===== config.mk =====
export PLATFORM = sky130hd
export DESIGN_NAME = pvs_ram
export DESIGN_NICKNAME = d
export VERILOG_FILES = /design/src/rtl/core/pvs_ram.sv
export SDC_FILE = /design/constraint.sdc
export NUM_CORES = 1
export LEC_CHECK = 0
export BUFFER_PORTS_ARGS = -buffer_cell sky130_fd_sc_hd__buf_2
export CORE_ASPECT_RATIO = 0.5
export CORE_MARGIN = 2
export CORE_UTILIZATION = 35
export CTS_CLUSTER_SIZE = 28
export DETAILED_ROUTE_END_ITERATION = 8
export MAX_ROUTING_LAYER = met4
export PLACE_DENSITY_LB_ADDON = 0.05
export SLEW_MARGIN = 20
export SYNTH_ARGS = -nofsm -noshare
export SYNTH_HDL_FRONTEND = slang
export SYNTH_SLANG_ARGS = --single-unit

===== constraint.sdc =====
create_clock -name clock -period 2.05 [get_ports clock]
set_clock_uncertainty 0.1 [all_clocks]
set_input_delay 0.41 -clock clock [delete_from_list [all_inputs] [get_ports clock]]
set_output_delay 0.41 -clock clock [all_outputs]
set_load 0.005 [all_outputs]

===== src/rtl/core/pvs_ram.sv =====
`timescale 1ns / 1ps
// pvs_ram: generic single write port, single read port ram with registered read
// no dependencies

module pvs_ram #(
   parameter int WIDTH = 8,
   parameter int DEPTH = 64
) (
   input  logic                     clock,
   input  logic                     wr_en,
   input  logic [$clog2(DEPTH)-1:0] wr_addr,
   input  logic [WIDTH-1:0]         wr_data,
   input  logic [$clog2(DEPTH)-1:0] rd_addr,
   output logic [WIDTH-1:0]         rd_data
);

   logic [WIDTH-1:0] mem [DEPTH];

   // write port and registered read port
   always_ff @(posedge clock) begin
      if (wr_en) begin
         mem[wr_addr] <= wr_data;
      end
      rd_data <= mem[rd_addr];
   end

endmodule


==> reports/metrics.yaml, run 1 <==
fin_total_pwr_mw: 22.03
grt_antenna_before_repair: 1
r2r_cells: 5
seq_area_frac_synth_pct: 77.03
via_count: 9970
synth-seq-cells: 520
synthArstFlopShare_pct: 0
crit_buf_inv: 1
hold_slack_ns: 0.1767
gp_congestion: 0.7530
die_area_sq_um: 59670
r2r_start: "mem[55][6]"
fmax_ghz: 0.4989
vdd_drop_max_uv: 608.1
firstDrtPassIters: 5
slowest_delay_ns: 0.58
grt_pass1_vias: 10520
finalCritPeriodShare_pct: 97.77
ys_top_cells_by_area: "edfxtp_1 (76%), mux4_2 (14%), nor2_1 (1.5%)"
status: "complete, no violations"
clk_pin_slew_ns: 0.06
final_antenna_net_count: 0
start_kind: "flop"
overflow: 0
h-tree-depth: 2
port_buffers: 29
setup-tns-final_ns: 0
avgRoutedWirePerCell_microns: 26.51
powerDensity_nw_per_um2: 915.4
yosysMostFrequentCell: "edfxtp_1"
vias_per_cell: 5.123
grt_setup_unrepaired: "false"
final_layout_size_suffix_gt1_share_pct: 35.99
cts_buffer_depth: 3
critPathTopFamily: "multiplexers"
endpoint_kind: "flop"
whs_path_depth: 3
n_antenna_cell: 0
cts_setup_buffers: 0
drt-initial-drc-count: 939
finalCriticalPeriod_ns: 2.004
grt_max_degree: 65
synth_top_area_share_pct: 76.24
slew_viol_final: 0
cp_max_fo: 1
ys_types: 40
nFillCells: 5014
rows: 62
cp.required_ns: 2.40
clk_latency_ns: 0.58
place_inst: 1862
relSlewSlack_pct: 45.02
p_leak_nw: 7.789
wirelength_mm: 51.59
dp_hpwl_mm: 33.25
cts.sinks: 520
slowest_stage: "mux4_2"
drc_errors: 0
tritoncts: "built"
worst_path_most_repeated_cell: "mux4_2"
cts_hold_buf: 0
hp-class: "in -> reg"
synthTopCellsByCount: "edfxtp_1 (512), mux4_2 (126), nor2_1 (83)"
synth-edff-count: 512
clock-root-buffer: "clkbuf_16"
setup_slack_ns: 0.04567
hold_viol_final: 0
die_w_microns: 343.5
die_h_microns: 173.7
crit_start: "mem[55][6]"
io_pins: 30
synthCells: 940
setup_viol: 0
synth_top_area_cell: "edfxtp_1"
maxCapViolations: 0
multiInputGateArea_sq_um: 4397
cp.arrival_ns: 2.36
syn_area_sq_um: 20170
avgSynthCellArea_sq_um: 21.45
core_sq_um: 57170
initial_core_util_pct: 35.27
crit_chain: "mux4_2 > mux4_2 > nor2_4 > buf_4 > o32ai_1"
grt_util_all_layers_pct: 18.24
nets: 1165
min_from: "rd_addr[5]"
grt_first_pass_wirelength_mm: 75.37
yosys_warnings: 0
tightest_slew_ns: 0.8248
place_ws_ns: -0.6333
synth_ff_type: "edfxtp_1"
path_depth: 5
cts_made_buffers: 48
final_cells: 1946
ff_latch_area_sq_um: 15530
synthesis.nets: 962
area_growth_pct: 19.34
crit_type: "reg -> reg"
## final timing paths
| kind | slack, ns | endpoint |
|---|---|---|
| min reg2reg | 0.74 | rd_data[6] |
| min | 0.18 | rd_data[2] |
| max reg2reg | 0.05 | rd_data[6] |
| max | 0.05 | rd_data[6] |
## metrics by stage
stage	instance area (sq um)	utilization (%)
after floorplan	20210	-
after global placement	22470	39.30
after detailed placement	22470	39.30
after CTS	24040	42.04
after global routing	24070	42.10
final	24070	42.10
## report_power, final
part	switching [mW]	leakage, nW	internal (mW)
sequential	0.0289	4.67	11.8
clock	3.90	0.746	5.04
combinational	0.754	2.37	0.543
total	4.69	7.79	17.3
## layout make-up
cell class / instances / area share [%]
clock buffer: 60 / 5.308
multi-input combinational: 369 / 18.27
tap: 768 / 3.993
timing repair buffer: 204 / 6.847
sequential: 520 / 64.55
clock inverter: 25 / 1.035
## flip-flops by register name, summed over array words and instances, names as in the netlist
name     cells
mem        512
rd_data      8
## cell usage in the layout, fill, tap and decap left out, types with 4 or more instances in the layout
master / netlist / final
clkinv_2: 0 / 9
buf_12: 2 / 14
a211oi_1: 4 / 4
nand3_1: 13 / 13
o22ai_1: 8 / 8
a221oi_1: 6 / 6
nor2_4: 0 / 5
dfxtp_1: 8 / 8
bufinv_16: 0 / 5
clkbuf_16: 0 / 49
buf_4: 13 / 163
nand2b_1: 7 / 7
clkbuf_1: 17 / 10
nor2b_1: 14 / 14
nor2_1: 83 / 78
edfxtp_1: 512 / 512
o221ai_1: 8 / 8
mux4_2: 126 / 126
buf_2: 11 / 26
clkinv_1: 0 / 8
nand2_1: 19 / 19
mux2_2: 13 / 13
mux2i_1: 23 / 23
## kinds of logic (layout without fill, tap and decap cells)
| group | count (synthesis) | in the layout | synth area share (%) |
|---|---|---|---|
| buf+inv | 51 | 289 | 1.570 |
| mux | 162 | 162 | 15.94 |
| compound gates | 54 | 54 | 2.072 |
| flops | 520 | 520 | 77.03 |
| simple gates | 153 | 153 | 3.387 |
## metal layers
| metal | routed length, microns | GRT usage [%] | share of wire (%) |
|---|---|---|---|
| met2 | 23540 | 26.83 | 46 |
| met4 | 912 | 3.712 | 1.8 |
| met3 | 1944 | 2.884 | 3.8 |
| met5 | 0 | - | 0 |
| met1 | 25190 | 26.90 | 49 |
## what timing repair did
item,4_1_cts,5_1_grt
endpoints found under the setup margin,8,4
pin swaps,1,4
endpoints found under the hold margin,0,0
resized for setup,13,7
## tightest hold or removal path, stage by stage
cell and delay, ns:
buf_2 0.22, nand2_1 0.10, o2bb2ai_1 0.06
(Power assumes the default switching activity.)
==> run 2: changes to the inputs <==
--- a/config.mk
+++ b/config.mk
@@ -12,7 +12,7 @@
 export CTS_CLUSTER_SIZE = 28
 export DETAILED_ROUTE_END_ITERATION = 8
 export MAX_ROUTING_LAYER = met4
-export PLACE_DENSITY_LB_ADDON = 0.05
+export PLACE_DENSITY_LB_ADDON = 0.12
 export SLEW_MARGIN = 20
 export SYNTH_ARGS = -nofsm -noshare
 export SYNTH_HDL_FRONTEND = slang
==> run 2 against run 1 <==
Total power decreased by 2.8%. Largest power group unchanged. Largest cell class unchanged. Sequential power about the same. Sequential share of layout area rose by 0.45 points.
==> reports/metrics.yaml, run 2 (synthesized netlist as in run 1, its figures left out) <==
clk_pin_slew_ns: 0.06
switchingPower_mw: 4.583
grt_pass1_vias: 10470
r2r_end: "rd_data[4]"
start_kind: "flop"
nFillCells: 5002
initial_core_util_pct: 35.27
hold_viol_final: 0
core_sq_um: 57170
powerDensity_nw_per_um2: 895.6
area_growth_pct: 18.51
grt_util_all_layers_pct: 17.40
place_ws_ns: -0.6937
grt_setup_unrepaired: "true"
p_clk_share_pct: 38.9
clock-root-buffer: "clkbuf_16"
grt_first_pass_wirelength_mm: 72.86
cp.required_ns: 2.39
fin_total_pwr_mw: 21.41
critPathTopFamily: "multiplexers"
clk_latency_ns: 0.58
relSlewSlack_pct: 42.32
r2r_start: "mem[51][4]"
hp-class: "in -> reg"
firstDrtPassIters: 4
switching_share_pct: 21.41
final_cells: 1938
place_inst: 1852
largestRegisters: "mem: 512 flops, rd_data: 8 flops"
p_comb_share_pct: 6.0
final_common_cell: "edfxtp_1"
crit_buf_inv: 0
io_pins: 30
final_layout_size_suffix_gt1_share_pct: 35.07
gp_congestion: 0.8057
status: "complete, no violations"
fmax_ghz: 0.4907
crit_chain: "mux4_2 > mux4_2 > nor2_1 > o32ai_1"
hold_path_end: "rd_data[0]"
wirelength_mm: 49.48
nets: 1156
tightest_slew_ns: 0.8652
grt_max_degree: 65
final_antenna_net_count: 0
hold_slack_ns: 0.2105
crit_type: "reg -> reg"
setup_viol: 0
drt-initial-drc-count: 994
slowest_stage: "mux4_2"
min_from: "rd_addr[5]"
regMostFlops: "mem"
overflow: 0
r2r_slack_ns: 0.01
endpoint_kind: "flop"
cts_made_buffers: 48
r2r_cells: 4
port_buffers: 29
cp_max_fo: 1
place_area_sq_um: 22390
cts_setup_buffers: 0
worst_path_most_repeated_cell: "mux4_2"
grt_antenna_before_repair: 1
finalCritPeriodShare_pct: 99.40
drc_errors: 0
intPower_mw: 16.82
final_area_sq_um: 23900
cts.sinks: 520
h-tree-depth: 2
dp_hpwl_mm: 32.15
finalCriticalPeriod_ns: 2.038
setup_slack_ns: 0.01223
slowest_delay_ns: 0.53
seq_power_share_pct: 55.1
tritoncts: "built"
die_h_microns: 173.7
largest_register_ffs: 512
die_area_sq_um: 59670
cts_buffer_depth: 3
vdd_drop_max_uv: 532.2
p_leak_nw: 7.702
layout_common_cells: "edfxtp_1 (512), buf_4 (153), mux4_2 (126)"
via_count: 9931
avgRoutedWirePerCell_microns: 25.53
slew_viol_final: 0
rows: 62
cp.arrival_ns: 2.38
vias_per_cell: 5.124
die_w_microns: 343.5
maxCapViolations: 0
whs_path_depth: 3
[run 2: cell count changes in the layout (fill, tap and decap cells not counted), sizes merged]
cell	previous run	this run
bufinv	5	1
clkinvlp	2	1
buf	203	194
inv	1	3
diode	0	1
clkinv	17	20
[run 2: cell type report]
type | count | area [sq um] | area share [%]
Clock buffer | 60 | 1267 | 5.303
Tap cell | 768 | 960.9 | 4.021
Multi-Input combinational cell | 369 | 4383 | 18.34
Sequential cell | 520 | 15530 | 65.00
Antenna cell | 1 | 2.502 | 0.01047
Timing Repair Buffer | 195 | 1595 | 6.675
Clock inverter | 25 | 156.4 | 0.6544
[run 2: routing by layer]
| metal | global-route usage [%] | share of wire (%) | up-vias |
|---|---|---|---|
| met2 | 25.72 | 46 | 224 |
| li1 | - | - | 4315 |
| met4 | 3.876 | 1.7 | 0 |
| met3 | 2.796 | 4.5 | 65 |
| met5 | - | 0 | - |
| met1 | 25.41 | 48 | 5327 |
[run 2: how the worst max path moves through the flow]
| stage | cells after the start | start | end | slack, ns |
|---|---|---|---|---|
| after floorplan | 7 | rd_addr[0] | rd_data[7] | -0.008 |
| after global placement | 7 | rd_addr[0] | rd_data[6] | -0.71 |
| after detailed placement | 7 | rd_addr[0] | rd_data[1] | -0.69 |
| after CTS | 5 | mem[15][1] | rd_data[1] | 0.002 |
| after global routing | 6 | mem[28][6] | rd_data[6] | -0.04 |
| final | 4 | mem[51][4] | rd_data[4] | 0.01 |
[run 2: what timing repair did]
action,in CTS,in global routing
setup endpoints to repair,4,6
resized for setup,8,8
pin swaps,1,1
hold buffers,0,0
[run 2: worst min-delay path, stage by stage]
cell	delay (ns)
buf_2	0.23
nand2_1	0.13
o2bb2ai_1	0.06
[run 2: through the flow]
stage	TNS (ns)	util [%]
floorplan	-0.01252	-
CTS	0	41.74
finish	0	41.80
global placement	-4.942	39.16
global route	-0.04552	41.80
detailed placement	-5.017	39.16
[run 2: power groups by stage]
| stage | registers [mW] | logic, mW | clock network [mW] |
|---|---|---|---|
| floorplan | 12.0 | 0.637 | 0 |
| global placement | 12.0 | 1.27 | 0 |
| detailed placement | 12.0 | 1.29 | 0 |
| CTS | 11.8 | 1.30 | 8.53 |
| global route | 11.8 | 1.38 | 8.94 |
| finish | 11.8 | 1.29 | 8.32 |
==> run 3: changes to the inputs <==
--- a/config.mk
+++ b/config.mk
@@ -8,7 +8,7 @@
 export BUFFER_PORTS_ARGS = -buffer_cell sky130_fd_sc_hd__buf_2
 export CORE_ASPECT_RATIO = 0.5
 export CORE_MARGIN = 2
-export CORE_UTILIZATION = 35
+export CORE_UTILIZATION = 56
 export CTS_CLUSTER_SIZE = 28
 export DETAILED_ROUTE_END_ITERATION = 8
 export MAX_ROUTING_LAYER = met4
==> run 3 against run 2 <==
Clock-buffer cell count is 1 higher. Worst setup slack better by 0.049 ns. Highest routed layer unchanged. Cell count is 16% lower. Largest cell class unchanged. Largest power group unchanged. Global-route usage is 7.9 points higher. Register-to-register slack better by 0.05 ns. Critical path type unchanged.
==> reports/metrics.yaml, run 3 (synthesized netlist as in run 1, its figures left out) <==
r2r_start: "mem[21][6]"
clock-root-buffer: "clkbuf_16"
nFillCells: 2393
grt_first_pass_wirelength_mm: 66.52
setup-tns-final_ns: 0
tritoncts: "built"
relSlewSlack_pct: 52.85
h-tree-depth: 2
status: "complete, no violations"
final_layout_size_suffix_gt1_share_pct: 33.54
wirelength_mm: 45.07
avgRoutedWirePerCell_microns: 27.65
nets: 1131
powerDensity_nw_per_um2: 909.9
final_antenna_net_count: 0
r2r_cells: 6
endpoint_kind: "flop"
finalCriticalPeriod_ns: 1.988
layout_common_cells: "edfxtp_1 (512), buf_4 (136), mux4_2 (126)"
hold_slack_ns: 0.1554
grt_setup_unrepaired: "true"
r2r_end: "rd_data[6]"
overflow: 0
regMostFlops: "mem"
area_growth_pct: 15.90
hp-class: "in -> reg"
dp_hpwl_mm: 28.64
rows: 49
cp.arrival_ns: 2.33
initial_core_util_pct: 56.52
final_common_cell: "edfxtp_1"
p_leak_nw: 7.591
cts.sinks: 520
gp_congestion: 0.8620
hold_viol_final: 0
place_inst: 1546
grt_max_degree: 65
finalCritPeriodShare_pct: 97.00
core_sq_um: 35680
grt_antenna_before_repair: 0
largest_register_ffs: 512
largestRegisters: "mem: 512 flops, rd_data: 8 flops"
slew_viol_final: 0
hold_path_end: "rd_data[2]"
die_h_microns: 138.2
via_count: 10050
r2r_slack_ns: 0.06
crit_type: "reg -> reg"
drc_errors: 0
io_pins: 30
grt_pass1_vias: 10140
drt-initial-drc-count: 1166
ff_latch_area_sq_um: 15530
fmax_ghz: 0.5029
grt_util_all_layers_pct: 25.35
setup_viol: 0
cp_max_fo: 1
firstDrtPassIters: 5
port_buffers: 29
tightest_slew_ns: 0.7073
multiInputGateArea_sq_um: 4355
final_cells: 1630
cts_setup_buffers: 0
cts_made_buffers: 44
clk_pin_slew_ns: 0.07
die_area_sq_um: 37640
maxCapViolations: 0
cp.required_ns: 2.39
min_from: "rd_addr[5]"
vias_per_cell: 6.164
start_kind: "flop"
cts_buffer_depth: 3
clk_latency_ns: 0.56
whs_path_depth: 3
vdd_drop_max_uv: 540.2
die_w_microns: 272.4
-- run 3: changes by cell type in the layout (fill, tap and decap cells not counted), moves of 3 or more --
cell,change
clkinv_2,-3
buf_4,-17
clkbuf_16,-4
buf_2,-4
clkbuf_8,+5
-- run 3: critical path, cell delays in order (launching register included) --
cell	delay, ns
edfxtp_1	0.37
mux4_2	0.48
mux2_4	0.29
o221a_4	0.26
nor3_2	0.14
buf_4	0.15
o32ai_1	0.08
-- run 3: area by class of cell --
| type | instances | area share [%] |
|---|---|---|
| well taps | 484 | 2.591 |
| repair buffers | 174 | 6.226 |
| multi-input cells | 369 | 18.63 |
| diodes | 1 | 0.01071 |
| clock inverters | 21 | 0.7869 |
| flip-flops and latches | 520 | 66.46 |
| clock buffers | 61 | 5.289 |
-- run 3: timing repair --
action / 4_1_cts / 5_1_grt
hold buffers: 0 / 0
resized for setup: 3 / 11
pin swaps: 0 / 2
gates cloned: 0 / 1
setup endpoints to repair: 2 / 7
hold endpoints to repair: 0 / 0
-- run 3: per-layer routing --
metal  track usage (%)  wire length (microns)  vias up
li1                  -                      -     4257
met5                 -                      0        -
met1             38.21                  19900     5353
met2             36.99                  20860      382
met3             4.985                   3624       56
met4             4.829                    684        0
-- run 3: metrics by stage --
stage,instance area [sq um],setup slack [ns],power [mW],utilization (%)
after global placement,21860,-0.5888,13.21,61.26
after global routing,23370,-0.01637,21.88,65.50
after detailed placement,21860,-0.5874,13.23,61.26
after floorplan,20210,-0.008451,12.65,-
after CTS,23300,0.001517,21.37,65.29
final,23370,0.06158,21.27,65.51
-- run 3: worst max path at each step --
stage,from,end,slack (ns),cells past startpoint
after floorplan,rd_addr[0],rd_data[7],-0.008,7
after global placement,rd_addr[0],rd_data[6],-0.59,6
after detailed placement,rd_addr[0],rd_data[6],-0.59,6
after CTS,mem[21][6],rd_data[6],0.002,6
final,mem[21][6],rd_data[6],0.06,6
after global routing,mem[21][6],rd_data[6],-0.02,6
-- run 3: power by group --
group / switching [mW] / total, mW / internal [mW]
Clock: 3.63 / 8.24 / 4.61
Combinational: 0.705 / 1.23 / 0.525
Sequential: 0.0368 / 11.8 / 11.8
Total: 4.37 / 21.3 / 16.9
