`config.mk`:
```
export PLATFORM = sky130hd
export DESIGN_NAME = pvs_feat
export DESIGN_NICKNAME = d
export VERILOG_FILES = /design/src/rtl/core/pvs_pkg.sv /design/src/rtl/core/pvs_feat.sv
export SDC_FILE = /design/constraint.sdc
export NUM_CORES = 1
export LEC_CHECK = 0
export BUFFER_PORTS_ARGS = -buffer_cell sky130_fd_sc_hd__clkbuf_2
export CELL_PAD_IN_SITES_DETAIL_PLACEMENT = 1
export CELL_PAD_IN_SITES_GLOBAL_PLACEMENT = 1
export CORE_ASPECT_RATIO = 1.25
export CORE_MARGIN = 4
export CORE_UTILIZATION = 42
export DETAILED_ROUTE_END_ITERATION = 7
export GPL_TIMING_DRIVEN = 0
export PLACE_DENSITY_LB_ADDON = 0.1
export SLEW_MARGIN = 20
export SYNTH_ARGS = -nofsm -noshare
export SYNTH_HDL_FRONTEND = slang
export SYNTH_SLANG_ARGS = --single-unit
```
`constraint.sdc`:
```
create_clock -name vclk -period 12.33
set_input_delay 0.6165 -clock vclk [all_inputs]
set_output_delay 0.6165 -clock vclk [all_outputs]
set_load 0.05 [all_outputs]
```
`src/rtl/core/pvs_pkg.sv`:
```
`timescale 1ns / 1ps
// pvs_pkg: shared constants, types and state codes of the segmenter
// no dependencies

package pvs_pkg;

   // default sizing
   localparam int DEF_VOCAB       = 64;
   localparam int DEF_MAX_LEN     = 64;
   localparam int DEF_WEIGHT_BITS = 24;
   localparam int DEF_SCORE_BITS  = 32;

   // fixed field widths
   localparam int TOK_W = 6;

   // register indexes on the csr port
   localparam logic CSR_VOCAB = 1'b0;
   localparam logic CSR_TRAIN = 1'b1;

   // reset value of the vocabulary register
   localparam logic [6:0] VOCAB_RESET = 7'd64;

   // index of the last n-gram feature template; five features per token
   localparam logic [2:0] FEAT_LAST = 3'd4;

   // token window around the current position
   typedef struct packed {
      logic [TOK_W-1:0] prev;
      logic [TOK_W-1:0] cur;
      logic [TOK_W-1:0] nxt;
      logic             has_prev;
      logic             has_next;
   } pvs_win_type;

   // sequencer states
   typedef enum logic [4:0] {
      ST_CLEAR,
      ST_IDLE,
      ST_PRIME,
      ST_PRIME_W,
      ST_FETCH,
      ST_FETCH_W,
      ST_WRD,
      ST_WLAST,
      ST_COMB,
      ST_BT_RD,
      ST_BT_WR,
      ST_EM_RD,
      ST_EM_LD,
      ST_EM_HOLD,
      ST_TR_CHK,
      ST_TR_RD,
      ST_TR_WR
   } pvs_state_type;

endpackage

```
`src/rtl/core/pvs_feat.sv`:
```
`timescale 1ns / 1ps
// pvs_feat: n-gram feature index of the current token for one selected feature
// depends on pvs_pkg

module pvs_feat import pvs_pkg::*; #(
   parameter int VOCAB = DEF_VOCAB
) (
   input  pvs_win_type                                          win,
   input  logic [$clog2(VOCAB+1)-1:0]                           vocab,
   input  logic [2:0]                                           sel,
   output logic [$clog2(2*VOCAB*VOCAB+3*VOCAB+1)-1:0]           feat
);

   localparam int FB = $clog2(2*VOCAB*VOCAB+3*VOCAB+1);

   logic [FB-1:0] vv, pv, cv, nv, base3;

   // ids outside the dictionary count as unknown
   always_comb begin
      vv = FB'(vocab);
      pv = (win.has_prev && (9'(win.prev) < 9'(vocab))) ? FB'(win.prev) : '0;
      cv = (9'(win.cur) < 9'(vocab)) ? FB'(win.cur) : '0;
      nv = (win.has_next && (9'(win.nxt) < 9'(vocab))) ? FB'(win.nxt) : '0;
      base3 = vv + vv + vv + FB'(1);
   end

   // pick one of the five templates
   always_comb begin
      case (sel)
         3'd0:    feat = pv + FB'(1);
         3'd1:    feat = cv + vv + FB'(1);
         3'd2:    feat = nv + vv + vv + FB'(1);
         3'd3:    feat = FB'(pv * vv) + cv + base3;
         3'd4:    feat = FB'(cv * vv) + nv + FB'(vv * vv) + base3;
         default: feat = '0;
      endcase
   end

endmodule

```
==> results.ini, run 1 <==
[sta]
final-hold-violation-count = 0
fin_ws_ns = 3.20
worst_slew_pin_slew_ns = 0.892
maxSlewHeadroom_pct = 40.6
whs_ns = 1.72
final_max_slew_viol_count = 0
finalSetupTns_ns = 0
clock.fmax_mhz = 110
min_period_ns = 9.13
min_period_over_period_pct = 74.0
rsz0062_at_grt = false
final-setup-viol-count = 0

[placed_design]
hpwl_um = 18700
placed_area_mm2 = 0.00722
dp_cells = 1058
gp_congestion = 0.897
dp_slack_ns = 3.31
portBuffers = 43

[drt]
wl_per_cell_um = 20.6
vias = 5869
detail_route.iter0.violations = 288
drtPass1Iterations = 5
ant_nets = 0
via_per_inst = 5.55
drt_wl_total_um = 21800
drc = 0

[final_layout]
drive_gt1_share_pct = 7.45
areaGrowthSynthToFinish_pct = 7.13
finish.utilization_pct = 46.0
fin_cells = 1058
antennaDiodeCount = 0
final_nets = 1107
clkbuf_count = 0
fillers = 1954
seq_area_um2 = 0
design_area_mm2 = 0.00722
seq_cell_count = 0

[critical_path]
cp_common_cell = fa_1
worst_path_max_delay_cell = fa_1
cp.arrival_ns = 8.51
criticalPathCategory = primary input to primary output
path_max_fanout = 10
critPathLaunch = vocab[5]
slowest_delay_ns = 0.55
critPathLaunchType = primary input
required_ns = 11.71
critPathCaptureType = primary output

[clocking]
post_cts_resized = 0
cts_hold_buf = 0
cts_setup_buffers = 0

[synthesis]
yosysWarnings = 0
syn_inst = 803
synth_area_leaders = fa_1 (31%), ha_1 (23%), inv_1 (9.2%)
syn_area_mm2 = 0.00674
syn_avg_cell_area_um2 = 8.40
yosysTopAreaCellShare_pct = 30.9
yosysUniqueCellTypes = 59
yosys.area.top_type = fa_1
ys_seq_area_share_pct = 0
syn_nets = 1062

[floorplan]
design.core.area_mm2 = 0.0157
start_util_pct = 42.9
die_h_um = 150
ios = 44
die_width_um = 121
die_area_mm2 = 0.0182
rows = 51

[global_route]
grt_overflow = 0
grt_pass1_wl_um = 35100
antenna_found_initial = 1
grt_pass1_vias = 6584
grt_max_degree = 15
grt_usage_pct = 25.0

[run_status]
status = complete, no violations

[power_and_ir_drop]
total_leakage_power_nw = 3.98
total_power_mw = 1.56
pwr_density_cell_mw_per_mm2 = 216
vdd_ir_drop_max_mv = 0.309

[min_path]
hp-class = primary input to primary output
min_from = sel[0]
holdPathStages = 3

[flow_run]
maxCapViolCount = 0

[per-layer routing]
| layer | track usage, % | up-vias | wire length [um] |
|---|---|---|---|
| li1 | - | 2724 | - |
| met5 | 0 | - | 13 |
| met1 | 30.8 | 2949 | 8970 |
| met2 | 46.5 | 145 | 11100 |
| met3 | 2.12 | 49 | 918 |
| met4 | 6.78 | 2 | 776 |
[where the power goes]
group          total [mW]  switching (mW)  internal, mW
clock                   0               0             0
sequential              0               0             0
combinational        1.56           0.947         0.611
[cell usage in the layout (no fill, tap or decap), drive strengths merged, types with 5 or more instances in the layout]
cell    netlist  routed
and2         24      24
o21bai        5       5
and3         48      48
inv         166     166
xor2         22      22
o21ai        22      22
nand2b        8       8
o22ai         9       9
nand3        14      14
nor2         32      32
o211ai        7       7
nor3          8       8
o21a          8       8
a21oi        28      28
nand2        53      53
fa          104     104
a21o         13      13
xnor2        19      19
clkbuf       18      61
ha          125     125
nor2b         5       5
buf           7       7
a211oi        9       9
[worst paths after layout]
check                  to  slack, ns
hold / removal    feat[1]       1.72
setup / recovery  feat[9]       3.20
[cells in the mapped netlist, types with 3 or more instances]
cell type and number:
inv_1 166, ha_1 125, fa_1 104, nand2_1 53
and3_1 48, nor2_1 32, a21oi_1 27, and2_1 23
xor2_1 22, o21ai_0 19, xnor2_1 19, clkbuf_1 15
nand3_1 14, a21o_1 13, o22ai_1 9, nor3_1 8
o21a_1 8, a211oi_1 7, nand2b_1 7, o211ai_1 7
buf_2 5, nor2b_1 5, o21bai_1 5, a211o_1 4
a31oi_1 4, clkbuf_2 3, o21ai_1 3, o221ai_1 3
o31a_1 3, or2_2 3
[worst max-delay path: cells and delay by family]
| kind | cells | cell delay, ns |
|---|---|---|
| adders and majority gates | 9 | 3.62 |
| xor gates and xnor gates | 2 | 0.33 |
| AOI/OAI and AO/OA | 5 | 1.23 |
| and+or+nand+nor | 5 | 0.92 |
| buffers and inverters | 8 | 1.75 |
[layout make-up]
type	count	area, um^2	share of cell area (%)
inverter	166	623	8.63
multi-input combinational	612	6010	83.2
buffer	25	111	1.54
timing repair buffer	43	215	2.98
tap	212	265	3.67
[kinds of logic after synthesis]
logic type,after synthesis,synth area share [%]
fa+ha+maj,229,54.1
simple gates,209,16.1
buf+inv,191,10.9
compound gates,130,13.1
xor+xnor,41,5.33
mux,3,0.464
No activity file was read; power rests on OpenSTA's default activity.
==> run 2: changes to the inputs <==
ABC_AREA = 1   (was not set)
clock period = 7.55 ns   (was 12.33 ns; I/O delays follow)
==> run 2 against run 1 <==
Hold slack lost 0.41 ns; highest routed layer is now met4; final area grew 4.0%; core utilization grew 1.8 points; global-route usage shrank 0.62 points.
==> results.ini, run 2 <==
[final_layout]
final_cell_mix = inv_1 (222), nand2_1 (150), ha_1 (121)
antennaDiodeCount = 0  ; unchanged
fillers = 2049  ; +4.9%
design_area_mm2 = 0.00751  ; +4.0%
areaGrowthSynthToFinish_pct = 10.9
seq_area_um2 = 0  ; unchanged
clkbuf_count = 0  ; unchanged
drive_gt1_share_pct = 11.6  ; +4.2 points
final_nets = 1225  ; +11%
final_common_cell = inv_1
seq_cell_count = 0  ; unchanged

[floorplan]
rows = 51  ; unchanged
start_util_pct = 43.2  ; +0.21 points
die_h_um = 150  ; +0.23%
die_width_um = 122  ; +0.23%
ios = 44  ; unchanged
design.core.area_mm2 = 0.0157  ; unchanged
die_area_mm2 = 0.0182  ; +0.46%

[synthesis]
synth_most_common_cell = inv_1
syn_inst = 917  ; +14%
synth_xor_area_share_pct = 2.46  ; -2.9 points
synthMuxAreaShare_pct = 0  ; -0.46 points
yosysTopAreaCellShare_pct = 30.7  ; -0.15 points
yosysUniqueCellTypes = 44  ; -25%
yosysWarnings = 0  ; unchanged
synth_top_family_by_area = adder cells
synth-compound-area-share_pct = 8.46  ; -4.6 points
syn_nets = 1176  ; +11%
synth_fa_ha_area_share_pct = 53.8  ; -0.26 points
ys_seq_area_share_pct = 0  ; unchanged
syn_area_mm2 = 0.00677  ; +0.48%
synth_area_leaders = fa_1 (31%), ha_1 (23%), inv_1 (13%)
yosys.area_share.simple_pct = 21.1  ; +4.9 points
synth_common_cells = inv_1 (226), nand2_1 (155), ha_1 (125), fa_1 (104), nor2_1 (82)
yosys.area.top_type = fa_1
syn_avg_cell_area_um2 = 7.39  ; -12%

[critical_path]
critPathLaunchType = primary input
critPathCaptureType = primary output
cp_common_cell = fa_1
path_max_fanout = 14  ; +4
criticalPathCategory = primary input to primary output
required_ns = 7.17  ; -4.54 ns
cp.arrival_ns = 6.91  ; -1.60 ns
slowest_delay_ns = 0.55  ; about the same
worst_path_max_delay_cell = fa_1

[drt]
ant_nets = 0  ; unchanged
drtPass1Iterations = 4  ; -1
via_per_inst = 5.12  ; -7.7%
drt_wl_total_um = 21400  ; -1.6%
drc = 0  ; unchanged
vias = 6024  ; +2.6%
detail_route.iter0.violations = 190  ; -34%
wl_per_cell_um = 18.2  ; -11%

[sta]
min_period_ns = 7.29
rsz0062_at_grt = true
final-hold-violation-count = 0  ; unchanged
min_period_over_period_pct = 96.6
final_max_slew_viol_count = 0  ; unchanged
worst_slew_pin_slew_ns = 0.833  ; -0.0588 ns
maxSlewHeadroom_pct = 44.5  ; +3.9 points
clock.fmax_mhz = 137
final-setup-viol-count = 0  ; unchanged

[run_status]
status = complete, no violations

[global_route]
grt_pass1_wl_um = 34700  ; -1.2%
grt_overflow = 0  ; unchanged
grt_pass1_vias = 6553  ; -0.47%
antenna_found_initial = 0  ; -1
grt_max_degree = 15  ; unchanged
grt_usage_pct = 24.4  ; -0.62 points

[placed_design]
hpwl_um = 18600  ; -0.53%
portBuffers = 44  ; +2.3%
placed_area_mm2 = 0.00726  ; +0.52%
gp_congestion = 0.920  ; +2.7%

[power_and_ir_drop]
vdd_ir_drop_max_mv = 0.379  ; +22%
pwr_density_cell_mw_per_mm2 = 346  ; +60%
total_leakage_power_nw = 4.39  ; +10%
total_power_mw = 2.60  ; +67%

[min_path]
hp-class = primary input to primary output

[flow_run]
maxCapViolCount = 0  ; unchanged

==> run 2: cell count changes after synthesis, sizes merged, moves of 14 or more <==
cell / delta
nand2: +110
inv: +73
nor2: +54
and3: -48
nand3: +28
and2: -24
a21oi: +15
xor2: -14
==> run 2: power by group <==
part	total [mW]	leakage (nW)	switching, mW	internal, mW
clock	0	0	0	0
sequential	0	0	0	0
combinational	2.60	4.39	1.66	0.934
==> run 2: worst max-delay path: cells and delay by family <==
family	cells	cell delay, ns
compound gates	6	0.95
fa+ha+maj	8	3.65
buf+inv	10	1.18
simple gates	6	0.73
==> run 2: through the flow <==
stage | hold WS, ns | setup slack [ns] | setup TNS, ns | instances | util [%]
finish | 1.31 | 0.259 | 0 | 1176 | 47.8
global route | 1.38 | -0.0672 | -0.173 | 1176 | 47.8
CTS | 1.32 | 0.00880 | 0 | 1174 | 47.1
detailed placement | 1.33 | -1.54 | -14.40 | 1173 | 46.2
global placement | 1.33 | -1.43 | -13.42 | 1173 | 46.2
floorplan | 1.13 | 0.419 | 0 | 917 | -
==> run 2: path summary, 6_finish.rpt <==
| check | startpoint | end | slack, ns | cells past startpoint |
|---|---|---|---|---|
| worst max-delay path | vocab[5] | feat[10] | 0.26 | 30 |
| worst min-delay path | win[19] | feat[5] | 1.31 | 5 |
==> run 2: final cells by class <==
cell class	count	area (um^2)	area share, %
buffer	10	119	1.58
inverter	241	957	12.7
multi-input combinational	666	5900	78.6
tap	212	265	3.53
timing repair buffer	47	267	3.55
==> run 2: what timing repair did <==
item	4_1_cts	5_1_grt
hold buffers	0	0
endpoints found under the hold margin	0	0
buffers inserted	1	2
resized for setup	38	46
pin swaps	1	1
endpoints found under the setup margin	11	9
==> run 2: cell families after synthesis <==
| family | count (synthesis) |
|---|---|
| adder cells (fa/ha/maj) | 229 |
| XOR/XNOR | 19 |
| buffers and inverters | 251 |
| AND/OR/NAND/NOR | 319 |
| AO/OA/AOI/OAI | 99 |
==> run 2: per-layer routing <==
layer / wire length, um / global-route usage [%]
met5: 0 / 0
met4: 929 / 7.34
met3: 801 / 2.68
met2: 10400 / 43.2
met1: 9330 / 31.2
==> run 3: changes to the inputs <==
CORE_MARGIN = 2   (was 4)
==> run 3 against run 2 <==
Sequential share of layout area unchanged; final area shrank 0.32%; flip-flop and latch count did not move; global-route usage up 1.3 points; core utilization decreased by 0.15 points; wire length decreased by 1.3%; via count decreased by 0.25%; non-clock buffer count down 2; die area is 5.9% lower; count of clock-buffer cells in the layout unchanged.
==> results.ini, run 3 (synthesis results as in run 2) <==
[run_status]
status = complete, no violations

[clocking]
cts_hold_buf = 0  ; unchanged

[power_and_ir_drop]
intPower_mw = 0.929  ; -0.60%
total_power_mw = 2.58  ; -0.65%
p_seq_share_pct = 0  ; unchanged
total_leakage_power_nw = 4.37  ; -0.29%
vdd_ir_drop_max_mv = 0.313  ; -17%
p_sw_mw = 1.65  ; -0.68%
power_frac_clock_pct = 0  ; unchanged
pwr_density_cell_mw_per_mm2 = 345  ; -0.34%
switching_share_pct = 64.0  ; about the same
comb_power_share_pct = 100.0  ; about the same

[sta]
worst_slew_pin_slew_ns = 0.770  ; -0.0627 ns
clock.fmax_mhz = 137  ; about the same
final_max_slew_viol_count = 0  ; unchanged
min_period_ns = 7.29  ; +0.00277 ns
min_period_over_period_pct = 96.6  ; about the same
final-setup-viol-count = 0  ; unchanged
finalSetupTns_ns = 0  ; unchanged
whs_ns = 1.33  ; +0.0142 ns
final-hold-violation-count = 0  ; unchanged
rsz0062_at_grt = true
fin_ws_ns = 0.256  ; -0.00277 ns
maxSlewHeadroom_pct = 48.7  ; +4.2 points

[drt]
detail_route.iter0.violations = 190  ; unchanged
drt_wl_total_um = 21200  ; -1.3%
vias = 6009  ; -0.25%
wl_per_cell_um = 18.0  ; -1.1%
ant_nets = 0  ; unchanged
drc = 0  ; unchanged
via_per_inst = 5.12  ; about the same
drtPass1Iterations = 4  ; unchanged

[final_layout]
clkbuf_count = 0  ; unchanged
antennaDiodeCount = 0  ; unchanged
final_common_cell = inv_1
drive_gt1_share_pct = 11.2  ; -0.39 points
final_nets = 1223  ; -0.16%
final_cell_mix = inv_1 (224), nand2_1 (150), ha_1 (121)
areaGrowthSynthToFinish_pct = 10.5
seq_area_um2 = 0  ; unchanged
seq_cell_count = 0  ; unchanged

[placed_design]
dp_slack_ns = -1.56  ; -0.0130 ns
hpwl_um = 18300  ; -1.5%
gp_congestion = 0.897  ; -2.6%
portBuffers = 44  ; unchanged

[critical_path]
cp.arrival_ns = 6.92  ; about the same
criticalPathCategory = primary input to primary output
slowest_delay_ns = 0.61  ; +0.06 ns
critPathLaunchType = primary input
required_ns = 7.17  ; about the same
critPathCaptureType = primary output
path_max_fanout = 13  ; -1
worst_path_max_delay_cell = fa_1

[floorplan]
die_h_um = 146  ; -2.7%
design.core.area_mm2 = 0.0157  ; unchanged
die_width_um = 118  ; -3.3%
start_util_pct = 43.2  ; unchanged
rows = 51  ; unchanged
die_area_mm2 = 0.0172  ; -5.9%
ios = 44  ; unchanged

[global_route]
grt_pass1_wl_um = 35100  ; +1.4%
grt_pass1_vias = 6589  ; +0.55%
antenna_found_initial = 0  ; unchanged
grt_max_degree = 15  ; unchanged
grt_usage_pct = 25.7  ; +1.3 points
grt_overflow = 0  ; unchanged

[min_path]
hp-class = primary input to primary output

[flow_run]
maxCapViolCount = 0  ; unchanged

run 3: cell count changes in the layout (fill, tap and decap cells not counted), sizes merged:
| cell | change |
|---|---|
| buf | -3 |
| clkbuf | +1 |
run 3: power by group through the flow:
stage | logic [mW] | registers (mW) | clock network [mW]
after floorplan | 1.82 | 0 | 0
after global placement | 2.45 | 0 | 0
after detailed placement | 2.50 | 0 | 0
after CTS | 2.54 | 0 | 0
after global routing | 2.97 | 0 | 0
final | 2.58 | 0 | 0
run 3: final cells by class:
cell class | instances | area (um^2)
inverters | 241 | 957
fillers | 2051 | 8210
plain buffers | 10 | 109
well taps | 212 | 265
repair buffers | 45 | 250
multi-input cells | 666 | 5900
run 3: final timing paths:
path | startpoint | endpoint | slack, ns | cells past startpoint
setup / recovery | vocab[1] | feat[11] | 0.26 | 32
hold / removal | win[19] | feat[5] | 1.33 | 5
run 3: worst max-delay path, delay by kind of cell:
family	cells	cell delay (ns)
adder cells (fa/ha/maj)	9	3.82
buffers and inverters	8	0.99
AND/OR/NAND/NOR	10	0.97
AO/OA/AOI/OAI	4	0.53
XOR/XNOR	1	0.18
run 3: per-layer routing:
metal / vias to the layer above / global-route usage, % / part of all wire (%)
met1: 2937 / 34.5 / 44
li1: 2924 / - / -
met2: 118 / 45.7 / 50
met5: - / 0 / 0
met4: 0 / 5.54 / 2.6
met3: 30 / 1.25 / 3.9
run 3: per-stage QoR:
| step | area (um^2) | util (%) | cells |
|---|---|---|---|
| 2_1_floorplan | 6770 | - | 917 |
| 3_3_place_gp | 7260 | 46.2 | 1173 |
| 4_1_cts | 7390 | 47.1 | 1174 |
| 5_1_grt | 7490 | 47.7 | 1174 |
| 3_5_place_dp | 7260 | 46.3 | 1173 |
| 6_report | 7490 | 47.7 | 1174 |
run 3: what timing repair did:
action | in CTS | in global routing
setup buffers | 1 | 0
gates resized for setup | 40 | 38
pin swaps | 1 | 2
setup endpoints to repair | 11 | 9
